<file path="src/hw/rtl/bsc_pkg.sv">
// package: sizes, operation codes and shared types for the bitmap block
`default_nettype none
package bsc_pkg;
  localparam int BITMAP_BITS_DEF = 4096;
  localparam int WORD_W          = 64;
  localparam int OP_W            = 3;
  localparam int IDX_W           = 12;
  localparam int CNT_W           = 13;
  localparam int RUN_W           = 13;

  localparam logic [OP_W-1:0] OP_SET   = 3'd0;
  localparam logic [OP_W-1:0] OP_TEST  = 3'd1;
  localparam logic [OP_W-1:0] OP_CLR   = 3'd2;
  localparam logic [OP_W-1:0] OP_CLRA  = 3'd3;
  localparam logic [OP_W-1:0] OP_CHECK = 3'd4;
  localparam logic [OP_W-1:0] OP_FIND  = 3'd5;

  localparam logic [RUN_W-1:0] RUN_NONE = '1;

  typedef struct packed {
    logic [OP_W-1:0]  operation;
    logic [IDX_W-1:0] bit_index;
    logic [IDX_W-1:0] range_end;
  } req_t;

  typedef struct packed {
    logic             result_flag;
    logic [RUN_W-1:0] run_first;
    logic [RUN_W-1:0] run_last;
    logic [CNT_W-1:0] set_count;
    logic [IDX_W-1:0] highest_seen;
    logic             out_of_range;
  } rsp_t;

  // controller -> datapath
  typedef struct packed {
    logic load;      // capture request, issue read of first word
    logic step;      // consume read word, issue next read
    logic finish;    // form result
    logic wipe;      // clear-all sweep write
  } cmd_t;

  // datapath -> controller
  typedef struct packed {
    logic single;    // request finishes after one word
    logic scan_done; // range scan has no more words
    logic wipe_done;
  } sts_t;
endpackage
`default_nettype wire

</file>
<file path="src/hw/rtl/bsc_ctrl.sv">
// controller: sequences request capture, word scan, clear sweep and result
`default_nettype none
module bsc_ctrl (
  input  wire logic        clk,
  input  wire logic        rst_n,
  input  wire logic        in_valid,
  output logic             in_ready,
  output logic             out_valid,
  input  wire logic        out_ready,
  input  wire logic        clra,
  output bsc_pkg::cmd_t    cmd,
  input  wire bsc_pkg::sts_t sts
);
  import bsc_pkg::*;
  localparam logic [2:0] S_IDLE = 3'd0, S_RUN = 3'd1, S_FIN = 3'd2,
                         S_OUT = 3'd3, S_WIPE = 3'd4, S_INIT = 3'd5;
  logic [2:0] state_r, state_nxt;

  always_comb begin
    state_nxt = state_r;
    cmd       = '0;
    in_ready  = (state_r == S_IDLE);
    out_valid = (state_r == S_OUT);
    case (state_r)
      // clearing pass over the store after reset
      S_INIT: begin
        cmd.wipe = 1'b1;
        if (sts.wipe_done) state_nxt = S_IDLE;
      end
      S_IDLE: if (in_valid) begin
        cmd.load  = 1'b1;
        state_nxt = clra ? S_WIPE : S_RUN;
      end
      S_RUN: begin
        cmd.step = 1'b1;
        if (sts.single || sts.scan_done) state_nxt = S_FIN;
      end
      S_WIPE: begin
        cmd.wipe = 1'b1;
        if (sts.wipe_done) state_nxt = S_FIN;
      end
      S_FIN: begin
        cmd.finish = 1'b1;
        state_nxt  = S_OUT;
      end
      S_OUT: if (out_ready) state_nxt = S_IDLE;
      default: state_nxt = S_IDLE;
    endcase
  end

  always_ff @(posedge clk) begin
    if (!rst_n) state_r <= S_INIT;
    else        state_r <= state_nxt;
  end
endmodule
`default_nettype wire

</file>
<file path="config.mk">
export PLATFORM = sky130hd
export DESIGN_NAME = bsc_ctrl
export DESIGN_NICKNAME = d
export VERILOG_FILES = /design/src/hw/rtl/bsc_pkg.sv /design/src/hw/rtl/bsc_ctrl.sv
export SDC_FILE = /design/constraint.sdc
export NUM_CORES = 1
export LEC_CHECK = 0
export CAP_MARGIN = 5
export CELL_PAD_IN_SITES_DETAIL_PLACEMENT = 1
export CELL_PAD_IN_SITES_GLOBAL_PLACEMENT = 2
export CORE_AREA = 2 2 39 41
export CTS_BUF_LIST = sky130_fd_sc_hd__clkbuf_8
export CTS_CLUSTER_SIZE = 20
export DETAILED_ROUTE_END_ITERATION = 16
export DIE_AREA = 0 0 41 43
export DONT_BUFFER_PORTS = 1
export PLACE_DENSITY = 0.62
export SYNTH_ARGS = -nofsm -noshare
export SYNTH_HDL_FRONTEND = slang
export SYNTH_SLANG_ARGS = --single-unit
export TNS_END_PERCENT = 50
</file>
<file path="constraint.sdc">
create_clock -name clk -period 1.75 [get_ports clk]
set_input_delay 0.0875 -clock clk [delete_from_list [all_inputs] [get_ports clk]]
set_output_delay 0.0875 -clock clk [all_outputs]
set_load 0.02 [all_outputs]
</file>
==> flow_summary.yaml <==
status:
  status: "finished clean"
timing:
  min_period_ns: 1.43
  skew_ns: 0.00129
  min_period_over_period_pct: 81.6
  hold_viol: 0
  drv_slew: 0
  rsz0062_at_grt: "false"
  tightest_slew_ns: 0.422
  tns_ns: 0
  max_freq_ghz: 0.700
  setup_viol: 0
  relSlewSlack_pct: 71.8
synthesis:
  syn_area_per_cell_um2: 8.05
  yosys_warnings: 0
  yosysMostFrequentCell: "nor2_1"
  syn_nets: 40
  netlist.area_leader.share_pct: 23.3
  ys_ff_latch: 3
  synth_area_leader_cell: "dfxtp_1"
  synth_edf_count: 0
  ys_async_sr_fraction_pct: 0
  synth_cell_types: 20
  ys_seq_area_share_pct: 23.3
  synth_top_flop_cell: "dfxtp_1"
  synth_area_leaders: "dfxtp_1 (23%), a2111oi_4 (11%), nor3_1 (5.8%), nor2_1 (5.8%), o221ai_2 (5.8%)"
  syn_inst: 32
  synthTopCellsByCount: "nor2_1 (4), dfxtp_1 (3), inv_1 (3), nand2_1 (3), nor3_1 (3)"
  syn-cell-area_um2: 258
worst_setup_path:
  cp_max_fo: 10
  cp_top_family: "flip-flops"
  slowest_stage: "dfxtp_1"
  path_cells: "nand2b_1 > a2bb2oi_1 > o21ai_0 > o311ai_1"
  ff2ff_setup_slack_ns: 0.32
  cp-startpoint: "state_r[2]"
  cp_num_buf_inv: 0
  critPathKind: "reg2reg"
  rr_worst_depth: 4
  max_stage_delay_ns: 0.57
  crit_cells: 4
  endpoint: "state_r[0]"
  cp-start-kind: "register"
  worstPathArrival_ns: 1.55
  critPathCaptureType: "register"
  r2r-end: "state_r[0]"
  required_ns: 1.87
  rr_startpoint: "state_r[2]"
hold_path:
  min_path_type: "in2reg"
drt:
  drt-initial-drc-count: 0
  drt_first_pass_iters: 1
  num_vias: 238
  wl_um: 684
  drcViolationCount: 0
  vias_per_cell: 4.49
  wl_per_cell_um: 12.9
  antenna_left: 0
cts:
  h-tree-depth: 1
  clk_path_buf_depth: 2
  cts_sinks: 3
  cts.clk_slew.worst_paths_ns: 0.03
  cts_resized: 0
  cts_root_buffer: "clkbuf_8"
  cts_tree: "yes"
  clk-insertion-delay-late_ns: 0.21
  numCtsBuffers: 3
power:
  sw_frac_of_total_pct: 34.1
  clockPowerShare_pct: 47.5
  power_density_nw_per_um2: 1240
  ir_drop_uv: 366
  p_leak_nw: 0.127
  p_sw_mw: 0.139
  p_seq_share_pct: 27.2
  p_int_mw: 0.268
  combinationalPowerShare_pct: 25.4
die:
  core_area_um2: 1380
  chipWidth_um: 41
  die-area_um2: 1760
  fp.dieH_um: 43
  io_pins: 14
  rows: 14
  initial_core_util_pct: 18.6
run:
  drv_cap: 0
global_route:
  grt_overflow_total: 0
  grt_usage_pct: 9.44
  antenna_found_initial: 0
  grt_max_degree: 11
  grt_first_pass_wirelength_um: 1080
  grt_pass1_vias: 253
finish:
  postLayoutCoreUtil_pct: 23.8
  antenna_cells: 0
  area_delta_synth_final_pct: 27.7
  fin_cells: 53
  top_register: "state_r"
  reg_top3: "state_r x3"
  drive_gt1_share_pct: 24.3
  final_nets: 46
  largest_reg_flops: 3
place:
  dp.cells: 48
  io_buffers: 0
  place_congestion: 0.742
  hpwl_um: 501
[placed cells by master, fill, tap and decap left out, drive strengths merged]
| master | Yosys | routed |
|---|---|---|
| o311ai | 1 | 1 |
| nand2b | 1 | 1 |
| buf | 2 | 2 |
| o221ai | 1 | 1 |
| nand3 | 1 | 1 |
| clkbuf | 0 | 3 |
| a2bb2oi | 1 | 1 |
| nor2b | 1 | 1 |
| and2 | 1 | 1 |
| nand2 | 3 | 3 |
| o2bb2ai | 1 | 1 |
| a211oi | 1 | 1 |
| nor2 | 6 | 6 |
| o21ai | 1 | 1 |
| dlygate4sd3 | 0 | 1 |
| inv | 3 | 4 |
| nor3 | 3 | 3 |
| xor2 | 1 | 1 |
| dfxtp | 3 | 3 |
| a2111oi | 1 | 1 |
[metrics by stage]
step                      area (um^2)  hold WS (ns)  total power, mW  worst slack (ns)
final                             329       0.00916            0.407             0.322
after global routing              329        0.0107            0.433             0.175
after CTS                         329       0.00241            0.414             0.330
after detailed placement          274         0.156            0.213             0.338
after global placement            274         0.156            0.208             0.374
after floorplan                   258         0.153            0.202             0.383
[logic make-up (layout without fill, tap and decap cells)]
logic type                Yosys count  after routing  share of synthesized area, %
DFF                                 3              3                          23.3
xor gates and xnor gates            1              1                          3.40
buffers and inverters               5             10                          11.7
and+or+nand+nor                    16             16                          30.1
AOI/OAI and AO/OA                   7              7                          31.6
[per-layer routing]
metal,part of all wire [%],global-route usage (%),vias to the layer above
met5,0,0,-
met4,1.5,6.00,0
met3,7.2,3.66,2
met2,52,14.7,9
met1,39,9.97,107
li1,-,-,120
[worst min-delay path by stage]
stage	startpoint	endpoint	cells past startpoint
2_1_floorplan	rst_n	state_r[2]	1
4_1_cts	rst_n	state_r[1]	1
3_5_place_dp	rst_n	state_r[2]	1
5_1_grt	sts[0]	state_r[2]	1
6_report	sts[0]	state_r[2]	1
3_3_place_gp	rst_n	state_r[2]	1
[layout make-up]
| class | count | area, um^2 |
|---|---|---|
| fill | 168 | 1050 |
| multi-input combinational | 24 | 168 |
| sequential | 3 | 60.1 |
| clock buffer | 3 | 41.3 |
| timing repair buffer | 3 | 25.0 |
| tap | 16 | 20.0 |
| inverter | 3 | 11.3 |
| clock inverter | 1 | 3.75 |
[power groups by stage]
stage	Clock [mW]	Combinational, mW	Sequential, mW
6_report	0.193	0.103	0.111
5_1_grt	0.204	0.114	0.114
4_1_cts	0.199	0.104	0.111
3_5_place_dp	0	0.101	0.112
3_3_place_gp	0	0.0974	0.111
2_1_floorplan	0	0.114	0.0885
[what timing repair did]
| item | 4_1_cts | 5_1_grt |
|---|---|---|
| buffers inserted | 0 | 0 |
| hold buffers | 1 | 0 |
| endpoints found under the hold margin | 2 | 0 |
| endpoints found under the setup margin | 0 | 0 |
No activity file was read; power rests on OpenSTA's default activity.
